--- src/hw/rtl/edd_pkg.sv ---
package edd_pkg;

   // Field widths of one transaction on each channel.
   localparam int YEAR_W   = 14;
   localparam int MONTH_W  = 4;
   localparam int DAY_W    = 5;
   localparam int YDIFF_W  = 15;
   localparam int MDIFF_W  = 5;
   localparam int DDIFF_W  = 6;
   localparam int DAYS_W   = 23;

   // Division by 100 as a multiply by a rounded-up reciprocal and a shift.
   // Exact for every 14-bit dividend.
   localparam int RECIP_W     = 13;
   localparam int RECIP_SHIFT = 19;
   localparam int PROD_W      = YEAR_W + RECIP_W;
   localparam int QUOT_W      = PROD_W - RECIP_SHIFT;
   localparam logic [RECIP_W-1:0] RECIP_100 = 13'd5243;

   localparam logic [DAYS_W-1:0] DAYS_PER_YEAR  = 23'd365;
   // Year zero is a leap year placed directly before year one.
   localparam logic [DAYS_W-1:0] YEAR_ZERO_BASE = DAYS_W'(-366);

   localparam logic [MONTH_W-1:0] MONTH_JAN = 4'd1;
   localparam logic [MONTH_W-1:0] MONTH_FEB = 4'd2;
   localparam logic [MONTH_W-1:0] MONTH_MAR = 4'd3;
   localparam logic [MONTH_W-1:0] MONTH_DEC = 4'd12;
   localparam logic [MDIFF_W-1:0] MONTHS_PER_YEAR = 5'd12;

   // Load enables of the three pipeline stages inside the submodules.
   typedef struct packed {
      logic s1;
      logic s2;
      logic s3;
   } stage_en_type;

   // Out-of-range month codes are folded onto January or December.
   function automatic logic [MONTH_W-1:0] clamp_month(input logic [MONTH_W-1:0] m);
      logic [MONTH_W-1:0] r;
      if (m < MONTH_JAN) begin
         r = MONTH_JAN;
      end else if (m > MONTH_DEC) begin
         r = MONTH_DEC;
      end else begin
         r = m;
      end
      return r;
   endfunction

   // Length of a month in a common year.
   function automatic logic [DAY_W-1:0] month_len(input logic [MONTH_W-1:0] m);
      logic [DAY_W-1:0] r;
      case (m)
         4'd2:                      r = 5'd28;
         4'd4, 4'd6, 4'd9, 4'd11:   r = 5'd30;
         default:                   r = 5'd31;
      endcase
      return r;
   endfunction

   // Days in the months before month m of a common year.
   function automatic logic [8:0] days_before(input logic [MONTH_W-1:0] m);
      logic [8:0] r;
      case (m)
         4'd2:    r = 9'd31;
         4'd3:    r = 9'd59;
         4'd4:    r = 9'd90;
         4'd5:    r = 9'd120;
         4'd6:    r = 9'd151;
         4'd7:    r = 9'd181;
         4'd8:    r = 9'd212;
         4'd9:    r = 9'd243;
         4'd10:   r = 9'd273;
         4'd11:   r = 9'd304;
         4'd12:   r = 9'd334;
         default: r = 9'd0;
      endcase
      return r;
   endfunction

endpackage

--- src/hw/rtl/edd_req_if.sv ---
interface edd_req_if;
   import edd_pkg::*;

   logic               valid;
   logic               ready;
   logic [YEAR_W-1:0]  start_year;
   logic [MONTH_W-1:0] start_month;
   logic [DAY_W-1:0]   start_day;
   logic [YEAR_W-1:0]  now_year;
   logic [MONTH_W-1:0] now_month;
   logic [DAY_W-1:0]   now_day;

   modport source (
      output valid, start_year, start_month, start_day, now_year, now_month, now_day,
      input  ready
   );

   modport sink (
      input  valid, start_year, start_month, start_day, now_year, now_month, now_day,
      output ready
   );
endinterface

--- src/hw/rtl/edd_rsp_if.sv ---
interface edd_rsp_if;
   import edd_pkg::*;

   logic                      valid;
   logic                      ready;
   logic signed [YDIFF_W-1:0] years_elapsed;
   logic [MONTH_W-1:0]        months_elapsed;
   logic signed [DDIFF_W-1:0] days_elapsed;
   logic signed [DAYS_W-1:0]  total_days;

   modport source (
      output valid, years_elapsed, months_elapsed, days_elapsed, total_days,
      input  ready
   );

   modport sink (
      input  valid, years_elapsed, months_elapsed, days_elapsed, total_days,
      output ready
   );
endinterface

--- src/hw/rtl/edd_daynum.sv ---
// Three-stage day number of one date, 1 January of year 1 being day 1.
// The count is kept modulo 2^23.
module edd_daynum (
   input  logic                          clock,
   input  edd_pkg::stage_en_type         en,
   input  logic [edd_pkg::YEAR_W-1:0]    year,
   input  logic [edd_pkg::MONTH_W-1:0]   month,
   input  logic [edd_pkg::DAY_W-1:0]     day,
   output logic                          leap_s2,
   output logic [edd_pkg::DAYS_W-1:0]    day_num
);
   import edd_pkg::*;

   // Stage 1 registers.
   logic [YEAR_W-1:0]  y1_ff;
   logic [MONTH_W-1:0] m1_ff;
   logic [DAY_W-1:0]   d1_ff;
   logic               zero1_ff;
   logic [PROD_W-1:0]  py1_ff, py1_in;
   logic [PROD_W-1:0]  pn1_ff, pn1_in;

   // Stage 2 registers.
   logic [MONTH_W-1:0] m2_ff;
   logic [DAY_W-1:0]   d2_ff;
   logic               leap2_ff, leap2_in;
   logic [DAYS_W-1:0]  by2_ff, by2_in;

   // Stage 3 register.
   logic [DAYS_W-1:0]  dn3_ff, dn3_in;

   logic [QUOT_W-1:0]  qy;
   logic [QUOT_W-1:0]  qn;
   logic [YEAR_W:0]    hund;
   logic               cent;
   logic [YEAR_W-1:0]  n;

   // Stage 1: reciprocal products for the year and for the year before it.
   always_comb begin
      py1_in = PROD_W'(year) * PROD_W'(RECIP_100);
      pn1_in = PROD_W'(YEAR_W'(year - 1'b1)) * PROD_W'(RECIP_100);
   end

   always_ff @(posedge clock) begin
      if (en.s1) begin
         y1_ff    <= year;
         m1_ff    <= month;
         d1_ff    <= day;
         zero1_ff <= (year == '0);
         py1_ff   <= py1_in;
         pn1_ff   <= pn1_in;
      end
   end

   // Stage 2: leap year test and the days of all whole years before it.
   always_comb begin
      qy   = py1_ff[PROD_W-1:RECIP_SHIFT];
      qn   = pn1_ff[PROD_W-1:RECIP_SHIFT];
      hund = ((YEAR_W+1)'(qy) << 6) + ((YEAR_W+1)'(qy) << 5) + ((YEAR_W+1)'(qy) << 2);
      cent = ({1'b0, y1_ff} == hund);
      leap2_in = (y1_ff[1:0] == 2'b00) && (!cent || (qy[1:0] == 2'b00));
      n = y1_ff - 1'b1;
      if (zero1_ff) begin
         by2_in = YEAR_ZERO_BASE;
      end else begin
         by2_in = DAYS_W'(n) * DAYS_PER_YEAR + DAYS_W'(n >> 2)
                - DAYS_W'(qn) + DAYS_W'(qn >> 2);
      end
   end

   always_ff @(posedge clock) begin
      if (en.s2) begin
         m2_ff    <= m1_ff;
         d2_ff    <= d1_ff;
         leap2_ff <= leap2_in;
         by2_ff   <= by2_in;
      end
   end

   // Stage 3: add the months before the given one, the leap day and the day.
   always_comb begin
      dn3_in = by2_ff + DAYS_W'(days_before(m2_ff))
             + DAYS_W'((m2_ff > MONTH_FEB) && leap2_ff) + DAYS_W'(d2_ff);
   end

   always_ff @(posedge clock) begin
      if (en.s3) begin
         dn3_ff <= dn3_in;
      end
   end

   assign leap_s2 = leap2_ff;
   assign day_num = dn3_ff;

endmodule

--- src/hw/rtl/edd_brkdn.sv ---
// Three-stage breakdown into years, months and days with month and year
// borrows. The leap flag of the start year arrives from its stage-2 register.
module edd_brkdn (
   input  logic                          clock,
   input  edd_pkg::stage_en_type         en,
   input  logic [edd_pkg::YEAR_W-1:0]    start_year,
   input  logic [edd_pkg::MONTH_W-1:0]   start_month,
   input  logic [edd_pkg::DAY_W-1:0]     start_day,
   input  logic [edd_pkg::YEAR_W-1:0]    now_year,
   input  logic [edd_pkg::MONTH_W-1:0]   now_month,
   input  logic [edd_pkg::DAY_W-1:0]     now_day,
   input  logic                          start_leap_s2,
   output logic [edd_pkg::YDIFF_W-1:0]   years,
   output logic [edd_pkg::MONTH_W-1:0]   months,
   output logic [edd_pkg::DDIFF_W-1:0]   days
);
   import edd_pkg::*;

   logic [YDIFF_W-1:0] yd1_ff, yd1_in;
   logic [MDIFF_W-1:0] md1_ff, md1_in;
   logic [DDIFF_W-1:0] dd1_ff, dd1_in;
   logic [MONTH_W-1:0] sm1_ff;

   logic [YDIFF_W-1:0] yd2_ff;
   logic [MDIFF_W-1:0] md2_ff, md2_in;
   logic [DDIFF_W-1:0] dd2_ff, dd2_in;
   logic               feb2_ff, feb2_in;

   logic [YDIFF_W-1:0] yd3_ff, yd3_in;
   logic [MONTH_W-1:0] md3_ff, md3_in;
   logic [DDIFF_W-1:0] dd3_ff, dd3_in;

   logic               borrow;
   logic [MONTH_W-1:0] prev_month;

   // Stage 1: field by field differences.
   always_comb begin
      yd1_in = {1'b0, now_year} - {1'b0, start_year};
      md1_in = {1'b0, now_month} - {1'b0, start_month};
      dd1_in = {1'b0, now_day} - {1'b0, start_day};
   end

   always_ff @(posedge clock) begin
      if (en.s1) begin
         yd1_ff <= yd1_in;
         md1_ff <= md1_in;
         dd1_ff <= dd1_in;
         sm1_ff <= start_month;
      end
   end

   // Stage 2: a negative day difference borrows the month before the start.
   always_comb begin
      borrow     = dd1_ff[DDIFF_W-1];
      prev_month = (sm1_ff == MONTH_JAN) ? MONTH_DEC : sm1_ff - 1'b1;
      md2_in     = md1_ff - MDIFF_W'(borrow);
      dd2_in     = borrow ? dd1_ff + DDIFF_W'(month_len(prev_month)) : dd1_ff;
      feb2_in    = borrow && (sm1_ff == MONTH_MAR);
   end

   always_ff @(posedge clock) begin
      if (en.s2) begin
         yd2_ff  <= yd1_ff;
         md2_ff  <= md2_in;
         dd2_ff  <= dd2_in;
         feb2_ff <= feb2_in;
      end
   end

   // Stage 3: leap day of a borrowed February and the year borrow.
   always_comb begin
      dd3_in = dd2_ff + DDIFF_W'(feb2_ff && start_leap_s2);
      if (md2_ff[MDIFF_W-1]) begin
         yd3_in = yd2_ff - 1'b1;
         md3_in = MONTH_W'(md2_ff + MONTHS_PER_YEAR);
      end else begin
         yd3_in = yd2_ff;
         md3_in = md2_ff[MONTH_W-1:0];
      end
   end

   always_ff @(posedge clock) begin
      if (en.s3) begin
         yd3_ff <= yd3_in;
         md3_ff <= md3_in;
         dd3_ff <= dd3_in;
      end
   end

   assign years  = yd3_ff;
   assign months = md3_ff;
   assign days   = dd3_ff;

endmodule

--- src/hw/rtl/elapsed_date_difference.sv ---
// Channel   Modport  Transaction
// req_link  sink     start and current date (year, month, day)
// rsp_link  source   years, months, days elapsed and signed total day count
//
// Four register stages: products, whole-year count, day numbers, then the
// subtraction into the output register. A transaction moves through them in
// that order before rsp_link.valid shows it; one transaction can enter every
// cycle unless the output stalls. Each stage holds while the one after it is
// full and stalled; req_link.ready falls only when all four stages hold data
// and rsp_link.ready is low. Synchronous reset clears the valid bits only.
module elapsed_date_difference (
   input  logic       clock,
   input  logic       reset,
   edd_req_if.sink    req_link,
   edd_rsp_if.source  rsp_link
);
   import edd_pkg::*;

   logic [MONTH_W-1:0] start_month_c;
   logic [MONTH_W-1:0] now_month_c;

   logic v1_ff, v2_ff, v3_ff, v4_ff;
   logic rdy1, rdy2, rdy3, rdy4;
   stage_en_type en;

   logic               start_leap_s2;
   logic               now_leap_s2;
   logic [DAYS_W-1:0]  start_dn;
   logic [DAYS_W-1:0]  now_dn;
   logic [YDIFF_W-1:0] years_s3;
   logic [MONTH_W-1:0] months_s3;
   logic [DDIFF_W-1:0] days_s3;

   logic [YDIFF_W-1:0] years_ff;
   logic [MONTH_W-1:0] months_ff;
   logic [DDIFF_W-1:0] days_ff;
   logic [DAYS_W-1:0]  total_ff, total_in;

   // Month codes are folded once and shared by both datapaths.
   assign start_month_c = clamp_month(req_link.start_month);
   assign now_month_c   = clamp_month(req_link.now_month);

   // A stage loads when it is empty or its contents move on this cycle.
   always_comb begin
      rdy4  = !v4_ff || rsp_link.ready;
      rdy3  = !v3_ff || rdy4;
      rdy2  = !v2_ff || rdy3;
      rdy1  = !v1_ff || rdy2;
      en.s1 = rdy1;
      en.s2 = rdy2;
      en.s3 = rdy3;
   end

   assign req_link.ready = rdy1;

   // Valid bits travel with the data.
   always_ff @(posedge clock) begin
      if (reset) begin
         v1_ff <= 1'b0;
         v2_ff <= 1'b0;
         v3_ff <= 1'b0;
         v4_ff <= 1'b0;
      end else begin
         if (rdy1) v1_ff <= req_link.valid;
         if (rdy2) v2_ff <= v1_ff;
         if (rdy3) v3_ff <= v2_ff;
         if (rdy4) v4_ff <= v3_ff;
      end
   end

   edd_daynum u_start_dn (
      .clock   (clock),
      .en      (en),
      .year    (req_link.start_year),
      .month   (start_month_c),
      .day     (req_link.start_day),
      .leap_s2 (start_leap_s2),
      .day_num (start_dn)
   );

   edd_daynum u_now_dn (
      .clock   (clock),
      .en      (en),
      .year    (req_link.now_year),
      .month   (now_month_c),
      .day     (req_link.now_day),
      .leap_s2 (now_leap_s2),
      .day_num (now_dn)
   );

   edd_brkdn u_brkdn (
      .clock         (clock),
      .en            (en),
      .start_year    (req_link.start_year),
      .start_month   (start_month_c),
      .start_day     (req_link.start_day),
      .now_year      (req_link.now_year),
      .now_month     (now_month_c),
      .now_day       (req_link.now_day),
      .start_leap_s2 (start_leap_s2),
      .years         (years_s3),
      .months        (months_s3),
      .days          (days_s3)
   );

   // Output stage: signed day count, wrapped to its field width. The leap
   // flag of the current year is folded into its own day number already.
   assign total_in = now_dn - start_dn + DAYS_W'(now_leap_s2 & 1'b0);

   always_ff @(posedge clock) begin
      if (rdy4) begin
         years_ff  <= years_s3;
         months_ff <= months_s3;
         days_ff   <= days_s3;
         total_ff  <= total_in;
      end
   end

   assign rsp_link.valid          = v4_ff;
   assign rsp_link.years_elapsed  = years_ff;
   assign rsp_link.months_elapsed = months_ff;
   assign rsp_link.days_elapsed   = days_ff;
   assign rsp_link.total_days     = total_ff;

endmodule
--- src/flat_wrapper.sv ---
// flat-port wrapper written by rule: the top's interface ports become plain ports
module elapsed_date_difference_flat import edd_pkg::*;
  (clock, reset, req_link_valid, req_link_start_year, req_link_start_month, req_link_start_day, req_link_now_year, req_link_now_month, req_link_now_day, req_link_ready, rsp_link_valid, rsp_link_years_elapsed, rsp_link_months_elapsed, rsp_link_days_elapsed, rsp_link_total_days, rsp_link_ready);
  edd_req_if req_link_i ();
  edd_rsp_if rsp_link_i ();
  input  logic clock;
  input  logic reset;
  input wire logic [$bits(req_link_i.valid)-1:0] req_link_valid;
  input wire logic [$bits(req_link_i.start_year)-1:0] req_link_start_year;
  input wire logic [$bits(req_link_i.start_month)-1:0] req_link_start_month;
  input wire logic [$bits(req_link_i.start_day)-1:0] req_link_start_day;
  input wire logic [$bits(req_link_i.now_year)-1:0] req_link_now_year;
  input wire logic [$bits(req_link_i.now_month)-1:0] req_link_now_month;
  input wire logic [$bits(req_link_i.now_day)-1:0] req_link_now_day;
  output wire logic [$bits(req_link_i.ready)-1:0] req_link_ready;
  output wire logic [$bits(rsp_link_i.valid)-1:0] rsp_link_valid;
  output wire logic [$bits(rsp_link_i.years_elapsed)-1:0] rsp_link_years_elapsed;
  output wire logic [$bits(rsp_link_i.months_elapsed)-1:0] rsp_link_months_elapsed;
  output wire logic [$bits(rsp_link_i.days_elapsed)-1:0] rsp_link_days_elapsed;
  output wire logic [$bits(rsp_link_i.total_days)-1:0] rsp_link_total_days;
  input wire logic [$bits(rsp_link_i.ready)-1:0] rsp_link_ready;
  assign req_link_i.valid = req_link_valid;
  assign req_link_i.start_year = req_link_start_year;
  assign req_link_i.start_month = req_link_start_month;
  assign req_link_i.start_day = req_link_start_day;
  assign req_link_i.now_year = req_link_now_year;
  assign req_link_i.now_month = req_link_now_month;
  assign req_link_i.now_day = req_link_now_day;
  assign req_link_ready = req_link_i.ready;
  assign rsp_link_valid = rsp_link_i.valid;
  assign rsp_link_years_elapsed = rsp_link_i.years_elapsed;
  assign rsp_link_months_elapsed = rsp_link_i.months_elapsed;
  assign rsp_link_days_elapsed = rsp_link_i.days_elapsed;
  assign rsp_link_total_days = rsp_link_i.total_days;
  assign rsp_link_i.ready = rsp_link_ready;
  elapsed_date_difference u_core (.clock(clock), .reset(reset), .req_link(req_link_i), .rsp_link(rsp_link_i));
endmodule
--- config.mk ---
export PLATFORM = sky130hd
export DESIGN_NAME = elapsed_date_difference_flat
export DESIGN_NICKNAME = d
export VERILOG_FILES = /design/src/hw/rtl/edd_pkg.sv /design/src/hw/rtl/edd_req_if.sv /design/src/hw/rtl/edd_rsp_if.sv /design/src/hw/rtl/edd_daynum.sv /design/src/hw/rtl/edd_brkdn.sv /design/src/hw/rtl/elapsed_date_difference.sv /design/src/flat_wrapper.sv
export SDC_FILE = /design/constraint.sdc
export NUM_CORES = 2
export LEC_CHECK = 0
export BUFFER_PORTS_ARGS = -buffer_cell sky130_fd_sc_hd__buf_4
export CORE_UTILIZATION = 65
export CTS_CLUSTER_SIZE = 14
export DETAILED_ROUTE_END_ITERATION = 8
export PLACE_DENSITY = 0.82
export SYNTH_ARGS = -nofsm -noshare
export SYNTH_HDL_FRONTEND = slang
export SYNTH_HIERARCHICAL = 1
export SYNTH_SLANG_ARGS = --single-unit
--- constraint.sdc ---
create_clock -name clock -period 8.7 [get_ports clock]
set_input_delay 0.435 -clock clock [delete_from_list [all_inputs] [get_ports clock]]
set_output_delay 0.435 -clock clock [all_outputs]
set_load 0.01 [all_outputs]
==> results.txt <==
The top routing layer in use is met4. The post-CTS setup-driven buffer insertion count is 0. The largest net degree at the start of global routing came out at 72. The fraction of final layout cells sized beyond drive strength 1 came out at 0.0586. The total wirelength of the detailed-routed design came out at 80300 µm. The buffer depth of the longest clock path is 3.

The total track usage is 0.271. The first detailed-routing pass took 9 iterations. The DRC violation total after the first TritonRoute iteration came out at 1427. The run finished, with violations left. The total half-perimeter wirelength after legalization and detailed placement is 65500 µm.

The number of H-tree levels is 2. The highest clock rate came out at 144 MHz. In this run, post-CTS repair resized a total of 0 instances. The relative area change from synthesis to final layout came out at 7.45%. The starting density of the core is 0.661. The vias after detailed routing came out at 25555. The data arrival time of the critical path is 7.20 ns.

For this run, design rule violations remaining after detail routing come to 17. The overall die width came out at 247 µm. The placer's final routability congestion estimate is 0.918. The final setup skew is 0.0194 ns. In this run the worst hold path is classified as in -> reg. After clock tree synthesis, the clock-pin slew on the worst setup and hold paths is 0.06 ns. The register bit total from synthesis came out at 344. The cell at the root of the clock tree is sky130_fd_sc_hd__clkbuf_16.

The checks that failed: DRC. The number of nets at the end of the flow is 4961. The total area inside the core boundary comes to 0.0592 mm². The TritonCTS buffer count is 37. The antenna violation net count after detailed routing came out at 0. Across the run, the number of max-cap violations was 0. The count of hold buffers inserted by post-cts repair is 0. The total overflow reported by the global router came out at 0. The setup TNS came out at 0 ns.

During I/O placement, the number of pins put on the boundary was 100. The number of endpoints failing setup at the final stage is 0. The average routed wire per standard cell is 17.5 µm. The worst pin sits at a relative slew slack of 0.265. Using the TritonRoute via totals, the vias-per-cell ratio works out to 5.56. The number of filler cells placed in the layout is 4162. The antenna diode count came out at 0. The most common cell after layout, fill and taps aside is sky130_fd_sc_hd__inv_1.

The type of destination of the critical path is a flop. In this run the worst path has a maximum fanout of 6. The hold violation count in the final report is 0. Port buffering added 99 buffers.

The detailed-route wire length on metal 1 is 34600 µm. The TritonCTS clock tree is built. The total met2 wirelength after detailed routing came out at 39000 µm.

The die covers 0.0612 mm². Data on the critical path is required at its endpoint by 8.98 ns. The standard-cell row count is 89.

The cell count after synthesis is 3669. The clock latency of the later-clocked register in the worst-skew pair is 0.54 ns. The type of element launching the critical path is a flop. In the synthesized netlist the dominant register cell turns out to be sky130_fd_sc_hd__edfxtp_1. The post-layout minimum cycle time is 6.92 ns. Yosys printed 6 warnings. The die height is 247 µm. The period utilization is 0.796. In this run, synthesis inferred 322 flip-flops with an integrated enable. The mapped netlist covers 0.0391 mm². For this run, the register share of the synthesized area comes to 0.258.

The number of max-slew violations in the final report is 0. In the detailed route, the total length drawn on met3 is 4100 µm. The synthesized net count came out at 4838. The via count of the first global-routing pass is 26454. The average cell area after synthesis came out at 10.7 µm².

Setup repair after global routing left no endpoint under its margin. The clock drives 344 sinks. The initial antenna violation count came out at 0. In the layout the commonest cells are sky130_fd_sc_hd__inv_1 (889), sky130_fd_sc_hd__ha_1 (692), sky130_fd_sc_hd__fa_1 (427).

The share of flip-flops with an asynchronous set or reset came out at 0. The slew at the pin closest to its max-slew limit came out at 1.09 ns. The global-route wire length before repair came out at 131000 µm. The worst setup path is of the reg -> reg kind. The number of unique standard cell types used by synthesis is 90.
[path summary, 6_finish.rpt]
kind	from	end	slack, ns	cells past startpoint
min reg2reg	u_core/u_now_dn/d1_ff[3]$_DFFE_PP_	u_core/u_now_dn/d2_ff[3]$_DFFE_PP_	0.41	0
min	reset	u_core/v1_ff$_SDFFE_PP0P_	0.09	2
max reg2reg	u_core/u_now_dn/y1_ff[3]$_DFFE_PP_	u_core/u_now_dn/by2_ff[22]$_SDFFCE_PP1P_	1.78	24
max	u_core/u_now_dn/y1_ff[3]$_DFFE_PP_	u_core/u_now_dn/by2_ff[22]$_SDFFCE_PP1P_	1.78	24
[registers in the layout (all words and copies together), names as in the netlist, 6 cells and up, named ones only]
name and cells:
u_core/rsp_link.days_elapsed 6, u_core/rsp_link.total_days 23, u_core/rsp_link.years_elapsed 15, u_core/u_brkdn/days 6, u_core/u_brkdn/dd1_ff 6, u_core/u_brkdn/dd2_ff 6, u_core/u_brkdn/yd1_ff 15, u_core/u_brkdn/yd2_ff 15
u_core/u_brkdn/years 15, u_core/u_now_dn/by2_ff 23, u_core/u_now_dn/day_num 23, u_core/u_now_dn/pn1_ff 8, u_core/u_now_dn/py1_ff 8, u_core/u_now_dn/y1_ff 14, u_core/u_start_dn/by2_ff 23, u_core/u_start_dn/day_num 23
u_core/u_start_dn/pn1_ff 8, u_core/u_start_dn/py1_ff 8, u_core/u_start_dn/y1_ff 14
[routing by layer]
| metal | global-route usage | vias up |
|---|---|---|
| met4 | 0.0897 | 0 |
| met1 | 0.357 | 12435 |
| met5 | 0 | - |
| met3 | 0.0295 | 141 |
| met2 | 0.468 | 720 |
| li1 | - | 12259 |
[worst max-delay path, cell delays in order, from the launching register on]
cell,delay (ns)
sky130_fd_sc_hd__edfxtp_1,0.48
sky130_fd_sc_hd__or3_1,0.43
sky130_fd_sc_hd__nor2_1,0.22
sky130_fd_sc_hd__nand3_1,0.17
sky130_fd_sc_hd__or4_1,0.44
sky130_fd_sc_hd__xor2_1,0.35
sky130_fd_sc_hd__inv_1,0.23
sky130_fd_sc_hd__ha_1,0.29
sky130_fd_sc_hd__inv_1,0.09
sky130_fd_sc_hd__fa_1,0.44
sky130_fd_sc_hd__inv_1,0.09
sky130_fd_sc_hd__fa_1,0.44
sky130_fd_sc_hd__fa_1,0.55
sky130_fd_sc_hd__inv_1,0.06
sky130_fd_sc_hd__fa_1,0.53
sky130_fd_sc_hd__inv_1,0.04
sky130_fd_sc_hd__ha_1,0.37
sky130_fd_sc_hd__a21o_1,0.23
sky130_fd_sc_hd__a21oi_1,0.19
sky130_fd_sc_hd__o21ai_1,0.09
sky130_fd_sc_hd__o22ai_1,0.17
sky130_fd_sc_hd__o221ai_1,0.14
sky130_fd_sc_hd__a21oi_1,0.18
sky130_fd_sc_hd__a21oi_1,0.08
sky130_fd_sc_hd__or3_1,0.36
[cells by family after synthesis]
logic type,Yosys count,synth area share
xor+xnor,261,0.0590
simple gates,521,0.0661
fa+ha+maj,1119,0.440
compound gates,476,0.0809
flops,344,0.258
buf+inv,920,0.0883
mux,28,0.00767
[per-stage QoR]
| step | cell area (µm²) | hold WS (ns) | cells | util | setup WS, ns |
|---|---|---|---|---|---|
| CTS | 42000 | 0.0618 | 4593 | 0.710 | 1.79 |
| global route | 42000 | 0.0714 | 4593 | 0.710 | 1.35 |
| detailed placement | 40800 | 0.405 | 4526 | 0.689 | 1.54 |
| global placement | 40800 | 0.400 | 4526 | 0.689 | 1.69 |
| floorplan | 39100 | 0.400 | 3669 | - | 2.32 |
| finish | 42000 | 0.0891 | 4593 | 0.710 | 1.78 |
[cell type report]
| type | count | area (µm²) | area share |
|---|---|---|---|
| clock inverter | 17 | 159 | 0.00378 |
| clock buffer | 50 | 1070 | 0.0254 |
| timing repair buffer | 105 | 788 | 0.0187 |
| tap | 773 | 967 | 0.0230 |
| multi-input combinational | 2405 | 25600 | 0.608 |
| inverter | 899 | 3380 | 0.0803 |
| sequential | 344 | 10100 | 0.240 |
[synth_stat cells (all sizes together), types with 17 or more instances]
cell type	number	area share
a211oi	17	0.0035
a21boi	20	0.0040
a21o	68	0.013
a21oi	141	0.018
a31oi	23	0.0038
and3	18	0.0030
clkbuf	19	0.0018
dfxtp	22	0.011
edfxtp	322	0.25
fa	427	0.22
ha	692	0.22
inv	899	0.086
mux2i	21	0.0054
nand2	126	0.012
nand2b	35	0.0056
nand3	45	0.0058
nand4	26	0.0043
nor2	145	0.014
nor2b	35	0.0056
nor3	30	0.0043
o211ai	19	0.0040
o21a	17	0.0033
o21ai	85	0.011
xnor2	154	0.035
xor2	107	0.024
Power is not shown: default switching activity piles up to over one toggle a cycle in this logic, so the estimate is an artifact.
